--- config.mk ---
export PLATFORM = sky130hd
export DESIGN_NAME = thick_line_point_quad_expander_core_flat
export DESIGN_NICKNAME = d
export VERILOG_FILES = /design/src/rtl/tlq_pkg.sv /design/src/rtl/tlq_if.sv /design/src/rtl/tlq_datapath.sv /design/src/rtl/tlq_ctrl.sv /design/src/rtl/thick_line_point_quad_expander_core.sv /design/src/flat_wrapper.sv
export VERILOG_INCLUDE_DIRS = /design/src /design/src/rtl
export SDC_FILE = /design/constraint.sdc
export NUM_CORES = 1
export LEC_CHECK = 0
export ABC_AREA = 1
export BUFFER_PORTS_ARGS = -buffer_cell sky130_fd_sc_hd__buf_2
export CORE_MARGIN = 2
export CORE_UTILIZATION = 44
export CTS_BUF_LIST = sky130_fd_sc_hd__clkbuf_8
export CTS_CLUSTER_DIAMETER = 120
export DETAILED_ROUTE_END_ITERATION = 12
export RECOVER_POWER = 50
export SETUP_SLACK_MARGIN = 0.3
export SYNTH_ARGS = -nofsm -noshare
export SYNTH_HDL_FRONTEND = slang
export SYNTH_SLANG_ARGS = --single-unit
--- constraint.sdc ---
create_clock -name clk -period 2.2 [get_ports clk]
set_input_delay 0.33 -clock clk [delete_from_list [all_inputs] [get_ports clk]]
set_output_delay 0.33 -clock clk [all_outputs]
set_load 0.02 [all_outputs]
--- src/rtl/thick_line_point_quad_expander_core_assert.svh ---
// assertion macros for the thick line point quad expander
`ifndef THICK_LINE_POINT_QUAD_EXPANDER_CORE_ASSERT_SVH
`define THICK_LINE_POINT_QUAD_EXPANDER_CORE_ASSERT_SVH
`ifndef NO_ASSERTIONS
`define TLQ_ASSERT(lbl, clk, rst_n, prop, msg) \
  lbl: assert property (@(posedge clk) disable iff (!rst_n) prop) else $error(msg);
`define TLQ_ASSERT_NORST(lbl, clk, prop, msg) \
  lbl: assert property (@(posedge clk) prop) else $error(msg);
`else
`define TLQ_ASSERT(lbl, clk, rst_n, prop, msg)
`define TLQ_ASSERT_NORST(lbl, clk, prop, msg)
`endif
`endif

--- src/rtl/tlq_pkg.sv ---
// shared types and constants for the thick line point quad expander
`timescale 1ns / 1ps
package tlq_pkg;
  localparam int MaxVerts = 65536;
  localparam int CntW = 17;
  localparam int CoordW = 20;
  localparam int WidthW = 12;
  localparam int SqW = 58;
  localparam int RootW = 29;
  localparam int NumW = 50;
  localparam int QuoW = 22;

  localparam logic [1:0] CMD_LINE  = 2'd0;
  localparam logic [1:0] CMD_POINT = 2'd1;
  localparam logic [1:0] CMD_FLUSH = 2'd2;

  localparam logic signed [CoordW-1:0] CoordMax = 20'sh7FFFF;
  localparam logic signed [CoordW-1:0] CoordMin = -20'sh80000;

  typedef struct packed {
    logic [1:0]               cmd;
    logic signed [CoordW-1:0] pos_x;
    logic signed [CoordW-1:0] pos_y;
    logic                     close_line;
    logic [31:0]              rgba;
    logic [WidthW-1:0]        width;
  } tlq_in_t;

  typedef struct packed {
    logic signed [CoordW-1:0] vert_x;
    logic signed [CoordW-1:0] vert_y;
    logic [31:0]              vert_rgba;
    logic                     end_of_run;
    logic                     flush_done;
    logic [CntW-1:0]          batch_count;
  } tlq_out_t;

  // controller to datapath
  typedef struct packed {
    logic load_in;
    logic seg_start;
    logic seg_second;
    logic sq_setup;
    logic step;
    logic vert_load;
    logic [2:0] vert_idx;
    logic vert_last;
    logic flush_load;
    logic line_begin;
    logic line_update;
    logic line_close;
    logic add_six;
  } tlq_cmd_t;

  // datapath to controller
  typedef struct packed {
    logic busy;
    logic line_open;
    logic room;
    logic [1:0] cmd;
    logic close_line;
  } tlq_stat_t;

  function automatic logic signed [CoordW-1:0] sat20(input logic signed [22:0] v);
    if (v > 23'(CoordMax)) return CoordMax;
    if (v < 23'(CoordMin)) return CoordMin;
    return v[CoordW-1:0];
  endfunction
endpackage

--- src/rtl/tlq_if.sv ---
// valid ready channel interface
`timescale 1ns / 1ps
interface tlq_if #(parameter type T = logic) (input logic clk);
  logic valid;
  logic ready;
  T     data;
  modport source (output valid, output data, input ready);
  modport sink (input valid, input data, output ready);
endinterface

--- src/rtl/tlq_datapath.sv ---
// datapath: line state, square root and divide units, vertex build
`timescale 1ns / 1ps
module tlq_datapath (
  input  logic                clk,
  input  logic                rst_n,
  input  tlq_pkg::tlq_in_t    in_data,
  input  tlq_pkg::tlq_cmd_t   ctl,
  output tlq_pkg::tlq_stat_t  stat,
  output tlq_pkg::tlq_out_t   vert
);
  import tlq_pkg::*;

  tlq_in_t item_r;
  logic signed [CoordW-1:0] first_x_r, first_y_r, prev_x_r, prev_y_r;
  logic line_open_r;
  logic [CntW-1:0] total_r;

  // segment endpoints
  logic signed [CoordW-1:0] x0_r, y0_r, x1_r, y1_r;
  logic [CoordW:0] adx_r, ady_r;
  logic sdx_r, sdy_r;
  logic [SqW-1:0] rad_r, rem_r;
  logic [RootW-1:0] root_r;
  logic [4:0] rcnt_r;
  logic [NumW-1:0] numx_r, numy_r;
  logic [QuoW-1:0] qx_r, qy_r;
  logic [5:0] dcnt_r;
  logic [1:0] phase_r;  // 0 idle 1 mult 2 sqrt 3 divide
  logic [NumW:0] remx_r, remy_r;
  logic signed [22:0] nx_r, ny_r;
  logic zero_r;
  tlq_out_t vert_r;

  logic signed [CoordW:0] dx, dy;
  logic [SqW-1:0] sq;
  logic [RootW:0] div2;
  logic [NumW:0] tx, ty;
  logic [31:0] px, py;

  // segment setup differences
  always_comb begin
    if (ctl.seg_second) begin
      dx = 21'(first_x_r) - 21'(item_r.pos_x);
      dy = 21'(first_y_r) - 21'(item_r.pos_y);
    end else begin
      dx = 21'(item_r.pos_x) - 21'(prev_x_r);
      dy = 21'(item_r.pos_y) - 21'(prev_y_r);
    end
  end

  assign sq = 58'(adx_r) * 58'(adx_r) + 58'(ady_r) * 58'(ady_r);
  assign div2 = {root_r, 1'b0};
  assign px = 32'(adx_r) * 32'(item_r.width);
  assign py = 32'(ady_r) * 32'(item_r.width);
  assign tx = {remx_r[NumW-1:0], numx_r[NumW-1]};
  assign ty = {remy_r[NumW-1:0], numy_r[NumW-1]};

  // iterative units
  always_ff @(posedge clk) begin
    if (!rst_n) begin
      phase_r <= 2'd0;
      line_open_r <= 1'b0;
      total_r <= '0;
      first_x_r <= '0; first_y_r <= '0; prev_x_r <= '0; prev_y_r <= '0;
    end else begin
      if (ctl.load_in) item_r <= in_data;
      if (ctl.line_begin) begin
        first_x_r <= item_r.pos_x; first_y_r <= item_r.pos_y;
        prev_x_r <= item_r.pos_x; prev_y_r <= item_r.pos_y;
        line_open_r <= !item_r.close_line;
      end
      if (ctl.line_update) begin
        prev_x_r <= item_r.pos_x; prev_y_r <= item_r.pos_y;
      end
      if (ctl.line_close) line_open_r <= 1'b0;
      if (ctl.add_six) total_r <= total_r + CntW'(6);
      if (ctl.flush_load) total_r <= '0;
      if (ctl.seg_start) begin
        if (ctl.seg_second) begin
          x0_r <= item_r.pos_x; y0_r <= item_r.pos_y;
          x1_r <= first_x_r; y1_r <= first_y_r;
        end else begin
          x0_r <= prev_x_r; y0_r <= prev_y_r;
          x1_r <= item_r.pos_x; y1_r <= item_r.pos_y;
        end
        adx_r <= dx[CoordW] ? 21'(-dx) : 21'(dx);
        ady_r <= dy[CoordW] ? 21'(-dy) : 21'(dy);
        sdx_r <= dx[CoordW];
        sdy_r <= (dy > 0);
        phase_r <= 2'd1;
      end else if (phase_r == 2'd1) begin
        // radicand is s * 65536, top aligned
        rad_r <= sq << 16;
        zero_r <= (sq == '0);
        rem_r <= '0; root_r <= '0; rcnt_r <= 5'd0;
        numx_r <= NumW'(py) << 8;
        numy_r <= NumW'(px) << 8;
        phase_r <= 2'd2;
      end else if (phase_r == 2'd2) begin
        // one root bit per step on s*65536, two radicand bits at a time
        logic [SqW-1:0] r2;
        r2 = {rem_r[SqW-3:0], (rcnt_r < 5'd21) ? rad_r[SqW-1:SqW-2] : 2'b00};
        if (r2 >= {root_r, 2'b01}) begin
          rem_r <= r2 - {root_r, 2'b01};
          root_r <= {root_r[RootW-2:0], 1'b1};
        end else begin
          rem_r <= r2;
          root_r <= {root_r[RootW-2:0], 1'b0};
        end
        rad_r <= rad_r << 2;
        rcnt_r <= rcnt_r + 5'd1;
        if (rcnt_r == 5'(RootW - 1)) begin
          phase_r <= 2'd3; dcnt_r <= 6'd0;
        end
      end else if (phase_r == 2'd3) begin
        if (dcnt_r == 6'd0) begin
          // add rounding term once
          numx_r <= numx_r + NumW'(root_r);
          numy_r <= numy_r + NumW'(root_r);
          remx_r <= '0; remy_r <= '0;
          dcnt_r <= 6'd1;
        end else begin
          if (tx >= (NumW+1)'(div2)) begin
            remx_r <= tx - (NumW+1)'(div2); numx_r <= {numx_r[NumW-2:0], 1'b1};
          end else begin
            remx_r <= tx; numx_r <= {numx_r[NumW-2:0], 1'b0};
          end
          if (ty >= (NumW+1)'(div2)) begin
            remy_r <= ty - (NumW+1)'(div2); numy_r <= {numy_r[NumW-2:0], 1'b1};
          end else begin
            remy_r <= ty; numy_r <= {numy_r[NumW-2:0], 1'b0};
          end
          dcnt_r <= dcnt_r + 6'd1;
          if (dcnt_r == 6'(NumW)) begin
            phase_r <= 2'd0;
            nx_r <= zero_r ? '0 : (sdy_r ? -23'({numx_r[QuoW-2:0], tx >= (NumW+1)'(div2)})
                                        : 23'({numx_r[QuoW-2:0], tx >= (NumW+1)'(div2)}));
            ny_r <= zero_r ? '0 : (sdx_r ? -23'({numy_r[QuoW-2:0], ty >= (NumW+1)'(div2)})
                                        : 23'({numy_r[QuoW-2:0], ty >= (NumW+1)'(div2)}));
          end
        end
      end
      if (ctl.sq_setup) begin
        x0_r <= item_r.pos_x; y0_r <= item_r.pos_y;
      end
    end
  end

  // vertex corners
  logic signed [22:0] cx0, cx1, cy0, cy1, hw;
  logic signed [22:0] vx, vy;
  always_comb begin
    hw = 23'({1'b0, item_r.width[WidthW-1:1]});
    if (item_r.cmd == CMD_POINT) begin
      cx0 = 23'(x0_r) - hw; cy0 = 23'(y0_r) - hw;
      cx1 = cx0 + 23'(item_r.width); cy1 = cy0 + 23'(item_r.width);
      unique case (ctl.vert_idx)
        3'd0, 3'd5: begin vx = cx0; vy = cy0; end
        3'd1:       begin vx = cx1; vy = cy0; end
        3'd2, 3'd3: begin vx = cx1; vy = cy1; end
        3'd4:       begin vx = cx0; vy = cy1; end
        default:    begin vx = cx0; vy = cy0; end
      endcase
    end else begin
      cx0 = '0; cy0 = '0; cx1 = '0; cy1 = '0;
      unique case (ctl.vert_idx)
        3'd0, 3'd5: begin vx = 23'(x0_r) + nx_r; vy = 23'(y0_r) + ny_r; end
        3'd1:       begin vx = 23'(x1_r) + nx_r; vy = 23'(y1_r) + ny_r; end
        3'd2, 3'd3: begin vx = 23'(x1_r) - nx_r; vy = 23'(y1_r) - ny_r; end
        3'd4:       begin vx = 23'(x0_r) - nx_r; vy = 23'(y0_r) - ny_r; end
        default:    begin vx = 23'(x0_r); vy = 23'(y0_r); end
      endcase
    end
  end

  // result register
  always_ff @(posedge clk) begin
    if (ctl.vert_load) begin
      vert_r.vert_x <= sat20(vx);
      vert_r.vert_y <= sat20(vy);
      vert_r.vert_rgba <= item_r.rgba;
      vert_r.end_of_run <= ctl.vert_last;
      vert_r.flush_done <= 1'b0;
      vert_r.batch_count <= '0;
    end else if (ctl.flush_load) begin
      vert_r <= '{vert_x: '0, vert_y: '0, vert_rgba: '0, end_of_run: 1'b1,
                  flush_done: 1'b1, batch_count: total_r};
    end
  end

  assign vert = vert_r;
  assign stat.busy = (phase_r != 2'd0) || ctl.seg_start;
  assign stat.line_open = line_open_r;
  assign stat.room = (18'(total_r) + 18'd6) < 18'(MaxVerts);
  assign stat.cmd = item_r.cmd;
  assign stat.close_line = item_r.close_line;

  `include "thick_line_point_quad_expander_core_assert.svh"
  `TLQ_ASSERT(a_count_step, clk, rst_n, ctl.add_six |=> (total_r == $past(total_r) + 17'd6), "count")
  `TLQ_ASSERT(a_flush_clear, clk, rst_n, ctl.flush_load |=> (total_r == '0), "flush clear")
  `TLQ_ASSERT(a_no_overlap, clk, rst_n, !(ctl.vert_load && ctl.flush_load), "load clash")
endmodule

--- src/rtl/tlq_ctrl.sv ---
// controller state machine sequencing segments and vertices
`timescale 1ns / 1ps
module tlq_ctrl (
  input  logic               clk,
  input  logic               rst_n,
  input  logic               in_valid,
  output logic               in_ready,
  output logic               out_valid,
  input  logic               out_ready,
  input  tlq_pkg::tlq_stat_t stat,
  output tlq_pkg::tlq_cmd_t  ctl
);
  import tlq_pkg::*;

  localparam logic [2:0] S_IDLE = 3'd0, S_DEC = 3'd1, S_SEG = 3'd2, S_WAIT = 3'd3,
                         S_EMIT = 3'd4, S_OUT = 3'd5, S_FL = 3'd6;

  logic [2:0] state_r, state_nxt;
  logic [2:0] idx_r, idx_nxt;
  logic second_r, second_nxt;
  logic ov_r, ov_nxt;
  logic last_seg;

  assign in_ready = (state_r == S_IDLE);
  assign out_valid = ov_r;
  assign last_seg = (stat.cmd == CMD_POINT) || !(stat.close_line && !second_r);

  // sequencing
  always_comb begin
    state_nxt = state_r; idx_nxt = idx_r; second_nxt = second_r;
    ov_nxt = ov_r && !out_ready;
    ctl = '0;
    ctl.vert_idx = idx_r;
    ctl.seg_second = second_r;
    unique case (state_r)
      S_IDLE: if (in_valid && in_ready) begin
        ctl.load_in = 1'b1; state_nxt = S_DEC;
      end
      S_DEC: begin
        second_nxt = 1'b0;
        unique case (stat.cmd)
          CMD_LINE: if (!stat.line_open) begin
            ctl.line_begin = 1'b1; state_nxt = S_IDLE;
          end else state_nxt = S_SEG;
          CMD_POINT: begin
            ctl.sq_setup = 1'b1; idx_nxt = 3'd0;
            state_nxt = stat.room ? S_EMIT : S_IDLE;
            if (stat.room) ctl.add_six = 1'b1;
          end
          CMD_FLUSH: state_nxt = S_FL;
          default: state_nxt = S_IDLE;
        endcase
      end
      S_SEG: begin
        ctl.seg_start = 1'b1; state_nxt = S_WAIT;
      end
      S_WAIT: if (!stat.busy) begin
        idx_nxt = 3'd0;
        if (stat.room) begin
          ctl.add_six = 1'b1; state_nxt = S_EMIT;
        end else if (!last_seg) begin
          second_nxt = 1'b1; state_nxt = S_SEG;
        end else begin
          ctl.line_update = 1'b1; ctl.line_close = stat.close_line; state_nxt = S_IDLE;
        end
      end
      S_EMIT: if (!ov_r || out_ready) begin
        ctl.vert_load = 1'b1;
        // a closing segment that will not fit makes this quad the last one
        ctl.vert_last = (idx_r == 3'd5) && (last_seg || !stat.room);
        ov_nxt = 1'b1;
        idx_nxt = idx_r + 3'd1;
        if (idx_r == 3'd5) begin
          if (!last_seg) begin
            second_nxt = 1'b1; state_nxt = S_SEG;
          end else begin
            state_nxt = S_OUT;
            if (stat.cmd == CMD_LINE) begin
              ctl.line_update = 1'b1; ctl.line_close = stat.close_line;
            end
          end
        end
      end
      S_OUT: state_nxt = S_IDLE;
      S_FL: if (!ov_r || out_ready) begin
        ctl.flush_load = 1'b1; ov_nxt = 1'b1; state_nxt = S_IDLE;
      end
      default: state_nxt = S_IDLE;
    endcase
  end

  always_ff @(posedge clk) begin
    if (!rst_n) begin
      state_r <= S_IDLE; idx_r <= '0; second_r <= 1'b0; ov_r <= 1'b0;
    end else begin
      state_r <= state_nxt; idx_r <= idx_nxt; second_r <= second_nxt; ov_r <= ov_nxt;
    end
  end

  `include "thick_line_point_quad_expander_core_assert.svh"
  `TLQ_ASSERT(a_hold_emit, clk, rst_n, (ov_r && !out_ready) |-> !ctl.vert_load, "overwrite")
  `TLQ_ASSERT(a_idle_accept, clk, rst_n, ctl.load_in |-> (state_r == S_IDLE), "accept")
  `TLQ_ASSERT(a_idx_range, clk, rst_n, ctl.vert_load |-> (idx_r <= 3'd5), "index")
endmodule

--- src/rtl/thick_line_point_quad_expander_core.sv ---
// top level of the thick line point quad expander
// Usage: items arrive on the in channel (valid/ready, one request per item:
// cmd, pos_x, pos_y, close_line, rgba, width). Results leave on the out
// channel, six vertices per quad or a flush report, end_of_run marking the
// last result of an item.
// Sequence: a polyline segment needs a setup (segment start, then squares),
// a 29-step square root and a 51-step divide on the shared segment unit,
// then six vertices; a closing point runs the unit twice.
// One item is processed at a time; the next is taken while the last result
// may still wait in the output register.
// Reset (synchronous, rst_n low) clears the polyline state, the vertex
// count and any pending result.
// A stalled receiver holds the output register; the sequencer waits.
`timescale 1ns / 1ps
module thick_line_point_quad_expander_core (
  input logic clk,
  input logic rst_n,
  tlq_if.sink   in_ch,
  tlq_if.source out_ch
);
  import tlq_pkg::*;

  tlq_cmd_t  ctl;
  tlq_stat_t stat;
  tlq_out_t  vert;

  tlq_ctrl u_ctrl (
    .clk, .rst_n,
    .in_valid(in_ch.valid), .in_ready(in_ch.ready),
    .out_valid(out_ch.valid), .out_ready(out_ch.ready),
    .stat, .ctl
  );

  tlq_datapath u_dp (
    .clk, .rst_n, .in_data(in_ch.data), .ctl, .stat, .vert
  );

  assign out_ch.data = vert;
endmodule
--- src/flat_wrapper.sv ---
// flat-port wrapper written by rule: the top's interface ports become plain ports
module thick_line_point_quad_expander_core_flat import tlq_pkg::*;
  (clk, rst_n, in_ch_valid, in_ch_data, in_ch_ready, out_ch_valid, out_ch_data, out_ch_ready);
  tlq_if in_ch_i (.clk(clk));
  tlq_if out_ch_i (.clk(clk));
  input logic clk;
  input logic rst_n;
  input wire logic [$bits(in_ch_i.valid)-1:0] in_ch_valid;
  input wire logic [$bits(in_ch_i.data)-1:0] in_ch_data;
  output wire logic [$bits(in_ch_i.ready)-1:0] in_ch_ready;
  output wire logic [$bits(out_ch_i.valid)-1:0] out_ch_valid;
  output wire logic [$bits(out_ch_i.data)-1:0] out_ch_data;
  input wire logic [$bits(out_ch_i.ready)-1:0] out_ch_ready;
  assign in_ch_i.valid = in_ch_valid;
  assign in_ch_i.data = in_ch_data;
  assign in_ch_ready = in_ch_i.ready;
  assign out_ch_valid = out_ch_i.valid;
  assign out_ch_data = out_ch_i.data;
  assign out_ch_i.ready = out_ch_ready;
  thick_line_point_quad_expander_core u_core (.clk(clk), .rst_n(rst_n), .in_ch(in_ch_i), .out_ch(out_ch_i));
endmodule
# Word-level counts from Yosys, hierarchy flattened
# Index checks and enable logic that the tools add are counted.
op_classes:
  eq_ne: 21
  reduce_logical: 26
  n_lt_le_gt_ge: 1
  n_mux: 36
  n_addsub: 5
  bitwise_logic: 4
ops:
  columns: ["cell", "count"]
  rows:
  - ["$mux 3", 8]
  - ["$mux 6", 4]
  - ["$add 17x3->18 const B", 1]
  - ["$lt 18x17->1 const B", 1]
  - ["$pmux 3 s6", 1]
  - ["$add 17x3->17 const B", 1]
  - ["$mux 2", 8]
  - ["$mux 1", 12]
  - ["$reduce_and 4->1", 3]
  - ["$reduce_and 5->1", 2]
  - ["$eq 3x3->1 const B", 3]
  - ["$reduce_bool 3->1", 3]
  - ["$ne 2x2->1 const B", 4]
  - ["$reduce_bool 4->1", 2]
  - ["$reduce_or 2->1", 4]
  - ["$add 6x1->6 const B", 1]
  - ["$eq 3x2->1 const B", 2]
  - ["$eq 6x6->1 const B", 1]
  - ["$logic_not 6->1", 1]
  - ["$pmux 3 s2", 1]
  - ["$reduce_bool 2->1", 3]
  - ["$add 5x1->5 const B", 1]
  - ["$eq 5x5->1 const B", 1]
  - ["$mux 5", 1]
  - ["16 further kinds", 24]
word_totals:
  elab_cells: 103
  ff_bits: 39

# Logic depth before layout (Yosys ltp)
# Gate-level depths: netlist of the first run.
logic_depth:
  depth_word: 7
  mapped_depth: 10
  mapped_depth_nobuf: 10

# Hierarchy
# From an unflattened synthesis of the first run, not the netlist that was laid out.
unflattened:
  cells_unflattened: 12792
  hier_area_um2: 100214.9
modules_own_cells:
  columns: ["module", "cells_each", "area_each_um2", "n_inst", "seq_area_each_um2"]
  rows:
  - ["tlq_datapath", 12668, 99446.6, 1, 22411.5]
  - ["tlq_ctrl", 123, 764.5, 1, 160.2]
  - ["thick_line_point_quad_expander_core", 1, 3.8, 1, 0.0]

# Least setup slack after synthesis of the first run
# Ideal clock, no wire load.
synth_path:
  kind: "register -> register"
  from: "reg u_core.u_dp.total_r[1]"
  to: "reg u_core.u_dp.total_r[5]"
  setup_ps: 132
  n_path_buf: 1
  arrival_time_ps: 1436
  t_required_ps: 2068
  slack_ps: 631
  period_less_slack_ps: 1569
  stages_incl_launch_ff: 11
  cell_sequence: "dfxtp_1 -> inv_1 -> ha_1 -> nor2_4 -> nand3_1 -> nor2_2 -> nor2_2 -> nand3_4 -> buf_6 -> nand2_1 -> a21oi_1"
synth_between:
  elab_chain_len: 5
  word_cells_on_any_way: 6
synth_lines:
  columns: ["element", "line", "source"]
  rows:
  - ["start: declaration", "tlq_datapath.sv:16", "logic [CntW-1:0] total_r;"]
  - ["start signal: assignment", "tlq_datapath.sv:76", "if (ctl.add_six) total_r <= total_r + CntW'(6);"]
  - ["$add 17x3->18", "tlq_datapath.sv:194", "assign stat.room = (18'(total_r) + 18'd6) < 18'(MaxVerts);"]
  - ["$lt 18x17->1", "tlq_datapath.sv:194", null]
  - ["$mux 1", "tlq_ctrl.sv:59", "if (stat.room) begin"]
  - ["$mux 2", "tlq_ctrl.sv:57", "S_WAIT: if (!stat.busy) begin"]
  - ["$mux 1", null, null]
# Several ways; a longest one is shown, not always the timed one.
# A chain may end at the register's enable or synchronous reset.

# Worst setup path after layout of the first run
layout_path:
  from: "reg u_core.u_dp.total_r[1]"
  to: "reg u_core.u_dp.total_r[2]"
# The elaborated chain is that of the path after synthesis.

==> key figures, run 1 <==
Global routing
  • Initial antenna violation count: 0
  • Vias in the first global route: 1878
  • Gr ovfl total: 0
  • Largest net degree at the start of global routing: 19
  • GRT Overall Usage: 17.09%
  • Global-route wire length before repair: 8211 µm

Floorplanning
  • Core ar.: 0.005075 mm²
  • Die Width: 76.45 µm
  • Starting Density: 45.51%
  • Die Footprint: 0.005845 mm²
  • Die height: 76.45 µm
  • I/O Pins: 8
  • Site Rows: 26

Critical path
  • Arr. time, crit path: 1.92 ns
  • Worst Path Class, Setup: flop to flop
  • CP required: 2.39 ns
  • Worst setup EP type: flop
  • Critical path peak fanout: 10
  • Startpoint types: flop

Synth
  • Area leader, netlist: dfxtp_1
  • Ys async rst share: 0%
  • Avg Cell Area, Syn: 7.309 µm²
  • Register area share after synthesis: 36.84%
  • Synthesized flop and latch total: 37
  • Top cells by count, synth: 66 x nand2_1, 43 x inv_1, 34 x nor2_1
  • Synthesized Nets: roughly 330
  • Cells after Synth: around 320
  • Yosys warns: 0
  • Cell with the most instances after synthesis: nand2_1
  • Top-area cell type share of the netlist area: 22.54%
  • Synth cell types: 32
  • Post-synthesis cell area: between 0.002 and 0.0025 mm²
  • Ranking of synthesized cells by area: dfxtp_1 23%, edfxtp_1 14%, nand2_1 11%
  • EDFF count, synth: 11
  • Main synth FF type: dfxtp_1

STA
  • Hold Fails Final Rpt: 0
  • F_max: 579.4 MHz
  • Fin Hold WS: 0.3059 ns
  • Slew @ Worst Pin: 0.5235 ns
  • Setup TNS Final: 0 ns
  • Period minus WS final: approximately 1.7 ns
  • Setup-failing EPs final: 0
  • Fin crit share: 78.45%
  • PnR worst setup slack: 0.4741 ns
  • RSZ-0062 raised after global routing: no
  • Fin. max-slew vios: 0
  • Worst slew margin: 65.06%
  • Final Skew: 0.007197 ns

Placement
  • Setup WS pre-CTS: 0.4111 ns
  • Placer Congestion: about 0.78
  • DP Cell Count: 387
  • Area after DPL: 0.002397 mm²
  • Final HPWL DP: around 3300 µm
  • Port bufs: 5

Final layout
  • Non-Filler Instances: 398
  • Area Overhead vs Synth: 8.451%
  • Share of post-route cells with drive strength above 1: about 8.8%
  • Fin area: roughly 0.0025 mm²
  • Ant diodes: 0
  • Utilization after layout: 49.36%
  • Final #Nets: 345
  • Layout fillers: 528

Clocking
  • H-Tree Depth: 2
  • Root Driver: clkbuf_8
  • Clk Latency, worst-skew pair: 0.30 ns
  • CTS tree: built
  • CTS Buffer Depth: 2
  • Reg clk slew, reported paths: 0.08 ns
  • Total clock sinks: 37
  • Hold-fix buffers at CTS: 0
  • CTS Buf Count: 5

Routing
  • Via Count: 2024
  • Initial drt markers: 70
  • DRC: 0
  • ANT nets after route: 0
  • Vias per cell: 5.085
  • Final wirelength: 4620 µm
  • TritonRoute pass-1 iters: 4
  • Drt wl/cell: between 10 and 15 µm

Status
  • Run status: completed

Power
  • Leakage power figure: 0.9696 nW
  • Post-layout power: roughly 1.6 mW
  • Pwr/cell area: ~620 mW/mm²
  • Peak supply drop: 317.9 µV

Run
  • MaxCap Viol Count: 0

Min path
  • Worst Hold Class: input port to flop
[what timing repair did]
item	in CTS	in global routing
endpoints found under the hold margin	0	0
setup endpoints to repair	0	15
buffers inserted	0	3
gates resized for setup	0	1
[critical path: stages, from the launching register on]
cell and delay [ns]:
dfxtp_1 0.37, inv_1 0.08, ha_1 0.26, nor2_4 0.18
nand3_1 0.10, nor2_2 0.15, nor2_4 0.09, buf_4 0.19
a31oi_1 0.16, nor2_1 0.05
[placed cells by master, fill, tap and decap left out, types with 2 or more instances in the layout]
cell type  count
inv_1         43
clkinv_2       2
nor2_4         2
edfxtp_1      11
buf_4          6
nand4_1       27
dfxtp_1       26
nor3_1         4
nand2_1       66
clkbuf_8       5
clkbuf_1       2
a21oi_1       30
xnor2_1        4
nor2_2         5
nor3b_1        2
xor2_1         6
buf_2          3
o21ai_0        8
nand3_1       15
nor2_1        34
ha_1          13
a31oi_1        3
[final cells by class]
| cell class | instances | area, µm² | area share, % |
|---|---|---|---|
| clock buffers | 5 | 68.82 | 2.747 |
| clock inverters | 3 | 17.52 | 0.6993 |
| inverters | 44 | 165.2 | 6.593 |
| multi-input cells | 228 | 1247 | 49.80 |
| flip-flops and latches | 37 | 850.8 | 33.97 |
| well taps | 70 | 87.58 | 3.497 |
| repair buffers | 11 | 67.56 | 2.697 |
[state kept, by name, indices dropped and copies added (netlist names)]
register and count:
u_core.u_dp.rcnt_r 5, u_core.u_ctrl.idx_r 3, u_core.u_dp.dcnt_r 6, u_core.u_ctrl.out_valid 1, u_core.u_ctrl.state_r 3, u_core.u_dp.phase_r 2, u_core.u_dp.line_open_r 1, u_core.u_dp.total_r 16
[logic make-up after synthesis]
| family | share of synthesized area (%) |
|---|---|
| compound gates | 10.02 |
| other cells | 0.1624 |
| fa+ha+maj | 7.042 |
| buf+inv | 9.208 |
| xor+xnor | 3.792 |
| flops | 36.84 |
| simple gates | 32.94 |
[routing by layer]
layer	GRT usage, %	wire length (µm)	vias up
li1	-	-	1074
met1	21.56	2308	927
met2	28.58	2128	16
met3	3.555	109	7
met4	6.727	74	0
met5	0	0	-
[where the power goes]
group	internal, mW	switching (mW)	total, mW
Sequential	0.743	0.0509	0.794
Combinational	0.0961	0.194	0.290
Clock	0.219	0.260	0.479
Total	1.06	0.505	1.56
[worst paths after layout]
check	start	to	slack (ns)	cells past startpoint
max	u_core.u_dp.total_r[1]$_SDFFE_PP0P_	u_core.u_dp.total_r[2]$_SDFFE_PP0P_	0.47	9
min	rst_n	u_core.u_dp.line_open_r$_SDFFE_PN0P_	0.31	2
max reg2reg	u_core.u_dp.total_r[1]$_SDFFE_PP0P_	u_core.u_dp.total_r[2]$_SDFFE_PP0P_	0.47	9
min reg2reg	u_core.u_dp.line_open_r$_SDFFE_PN0P_	u_core.u_dp.line_open_r$_SDFFE_PN0P_	0.48	1
(Power assumes the default switching activity.)
==> inputs of run 2 (changes only) <==
==> constraint.sdc (replaced) <==
create_clock -name clk -period 1.7 [get_ports clk]
set_input_delay 0.255 -clock clk [delete_from_list [all_inputs] [get_ports clk]]
set_output_delay 0.255 -clock clk [all_outputs]
set_load 0.02 [all_outputs]
==> run 2 against run 1 <==
  * Utilization up 10 points
  * Critical path depth down 2
  * Cell area up 21%
  * Clock power up 21%
  * Critical endpoint is now u_core.u_dp.rcnt_r[3]$_SDFFCE_PP0P_
  * Hold slack worse by 0.074 ns
==> key figures, run 2 (synthesized netlist as in run 1, its figures left out) <==
Final layout
  • Ant diodes: 0 (unchanged)
  • Largest register FFs: 16 (unchanged)
  • Layout fillers: 476 (-9.8%)
  • Utilization after layout: 59.49% (+10 points)
  • Final #Nets: 373 (+8.1%)
  • Most frequent cells in the layout: 54 x nand2_1, 38 x inv_1, 27 x nand4_1, 25 x nor2_1, 24 x a21oi_1
  • Area Overhead vs Synth: 30.72%
  • Commonest non-fill, non-tap cell in the layout: nand2_1
  • Fin area: 0.003019 mm² (+21%)
  • Most flops, register: u_core.u_dp.total_r
  • Largest regs: u_core.u_dp.total_r x16, u_core.u_dp.dcnt_r x6, u_core.u_dp.rcnt_r x5
  • Share of post-route cells with drive strength above 1: 32.02% (+23 points)

Floorplanning
  • Site Rows: 26 (unchanged)
  • Starting Density: 45.51% (unchanged)
  • Core ar.: 0.005075 mm² (unchanged)
  • I/O Pins: 8 (unchanged)
  • Die Footprint: 0.005845 mm² (unchanged)
  • Die Width: 76.45 µm (unchanged)
  • Die height: 76.45 µm (unchanged)

Routing
  • DRC: 0 (unchanged)
  • Via Count: 2196 (+8.5%)
  • ANT nets after route: 0 (unchanged)
  • Vias per cell: 5.155 (+1.4%)
  • Drt wl/cell: 13.13 µm (+13%)
  • Final wirelength: 5594 µm (+21%)
  • Initial drt markers: 170 (+140%)
  • TritonRoute pass-1 iters: 5 (+1)

Global routing
  • Largest net degree at the start of global routing: 16 (-3)
  • GRT Overall Usage: 18.83% (+1.7 points)
  • Vias in the first global route: 1993 (+6.1%)
  • Gr ovfl total: 0 (unchanged)
  • Initial antenna violation count: 0 (unchanged)
  • Global-route wire length before repair: 8894 µm (+8.3%)

Clocking
  • Root Driver: clkbuf_8
  • Clk Latency, worst-skew pair: 0.29 ns (about the same)
  • Total clock sinks: 37 (unchanged)
  • CTS tree: built
  • CTS Buf Count: 5 (unchanged)
  • Hold-fix buffers at CTS: 0 (unchanged)
  • H-Tree Depth: 2 (unchanged)
  • Reg clk slew, reported paths: 0.07 ns (about the same)
  • CTS Buffer Depth: 2 (unchanged)

STA
  • Final Skew: 0.006406 ns (-0.0007908 ns)
  • PnR worst setup slack: 0.1849 ns (-0.2892 ns)
  • Fin. max-slew vios: 0 (unchanged)
  • Period minus WS final: 1.515 ns (-0.2108 ns)
  • Setup TNS Final: 0 ns (unchanged)
  • F_max: 660.0 MHz (+14%)
  • Fin crit share: 89.12% (+11 points)
  • Fin Hold WS: 0.2324 ns (-0.07350 ns)
  • Setup-failing EPs final: 0 (unchanged)
  • Hold Fails Final Rpt: 0 (unchanged)
  • RSZ-0062 raised after global routing: yes

Critical path
  • CP Launch Point: u_core.u_ctrl.state_r[1]$_SDFFE_PN0P_
  • Reg2Reg Setup Slack: 0.18 ns (-0.29 ns)
  • Worst-path cell chain: inv_2 > nor3_4 > buf_6 > nor2_2 > clkinv_1 > nor2_1 > clkbuf_2
  • CP required: 1.73 ns (-0.66 ns)
  • Startpoint types: flop
  • Worst setup EP type: flop
  • Arr. time, crit path: 1.55 ns (-0.37 ns)
  • Worst Path Class, Setup: flop to flop
  • Slowest cell delay on critical path: 0.47 ns (+0.10 ns)
  • Reg2reg start: u_core.u_ctrl.state_r[1]$_SDFFE_PN0P_
  • Critical path peak fanout: 5 (-5)
  • CP max-delay cell: dfxtp_1

Placement
  • Area after DPL: 0.002484 mm² (+3.6%)
  • Final HPWL DP: 3501 µm (+5.0%)
  • Port bufs: 5 (unchanged)
  • Setup WS pre-CTS: 0.1656 ns (-0.2455 ns)
  • Placer Congestion: 0.8989 (+15%)

Power
  • Pwr/cell area: 721.8 mW/mm² (+16%)
  • Leakage power figure: 1.171 nW (+21%)
  • Peak supply drop: 295.1 µV (-7.2%)

Min path
  • Hold Startpoint: rst_n
  • Worst Hold Class: input port to flop

Status
  • Run status: completed

Run
  • MaxCap Viol Count: 0 (unchanged)
[run 2: routing by layer]
layer	vias up	GRT usage [%]	wire length (µm)
met5	-	0	0
met1	1009	23.85	2589
li1	1139	-	-
met3	8	3.910	202
met2	40	31.59	2709
met4	0	6.909	92
[run 2: timing repair]
item | in CTS | in global routing
resized for setup | 39 | 60
pin swaps | 8 | 27
hold endpoints to repair | 0 | 0
endpoints found under the setup margin | 34 | 40
gates cloned | 3 | 1
buffers inserted | 10 | 11
[run 2: power by group]
part	total, mW	switching [mW]	leakage [nW]	internal [mW]
clock	0.581	0.305	0.0505	0.276
sequential	1.04	0.0796	0.322	0.962
combinational	0.557	0.323	0.798	0.234
[run 2: metrics by stage]
stage | total power, mW | std cells
4_1_cts | 2.107 | 414
3_5_place_dp | 1.432 | 393
5_1_grt | 2.308 | 426
6_report | 2.179 | 426
3_3_place_gp | 1.425 | 393
2_1_floorplan | 1.335 | 316
[run 2: worst max-delay path: cells and delay by family, from the launching register on]
| family | cells | cell delay (ns) |
|---|---|---|
| buffers and inverters | 4 | 0.47 |
| flip-flops | 1 | 0.47 |
| AND/OR/NAND/NOR | 3 | 0.32 |
[run 2: area by class of cell]
cell class              count  area, µm²  area share [%]
inverters                  44      167.7           5.553
clock inverters             3      12.51          0.4144
clock buffers               5      68.82           2.279
flip-flops and latches     37      902.1           29.88
multi-input cells         229       1440           47.70
repair buffers             38      340.3           11.27
well taps                  70      87.58           2.901
[run 2: final timing paths]
kind / cells past startpoint / endpoint
max: 7 / u_core.u_dp.rcnt_r[3]$_SDFFCE_PP0P_
min: 3 / u_core.u_ctrl.state_r[0]$_SDFFE_PN0P_
max reg2reg: 7 / u_core.u_dp.rcnt_r[3]$_SDFFCE_PP0P_
min reg2reg: 1 / u_core.u_dp.line_open_r$_SDFFE_PN0P_
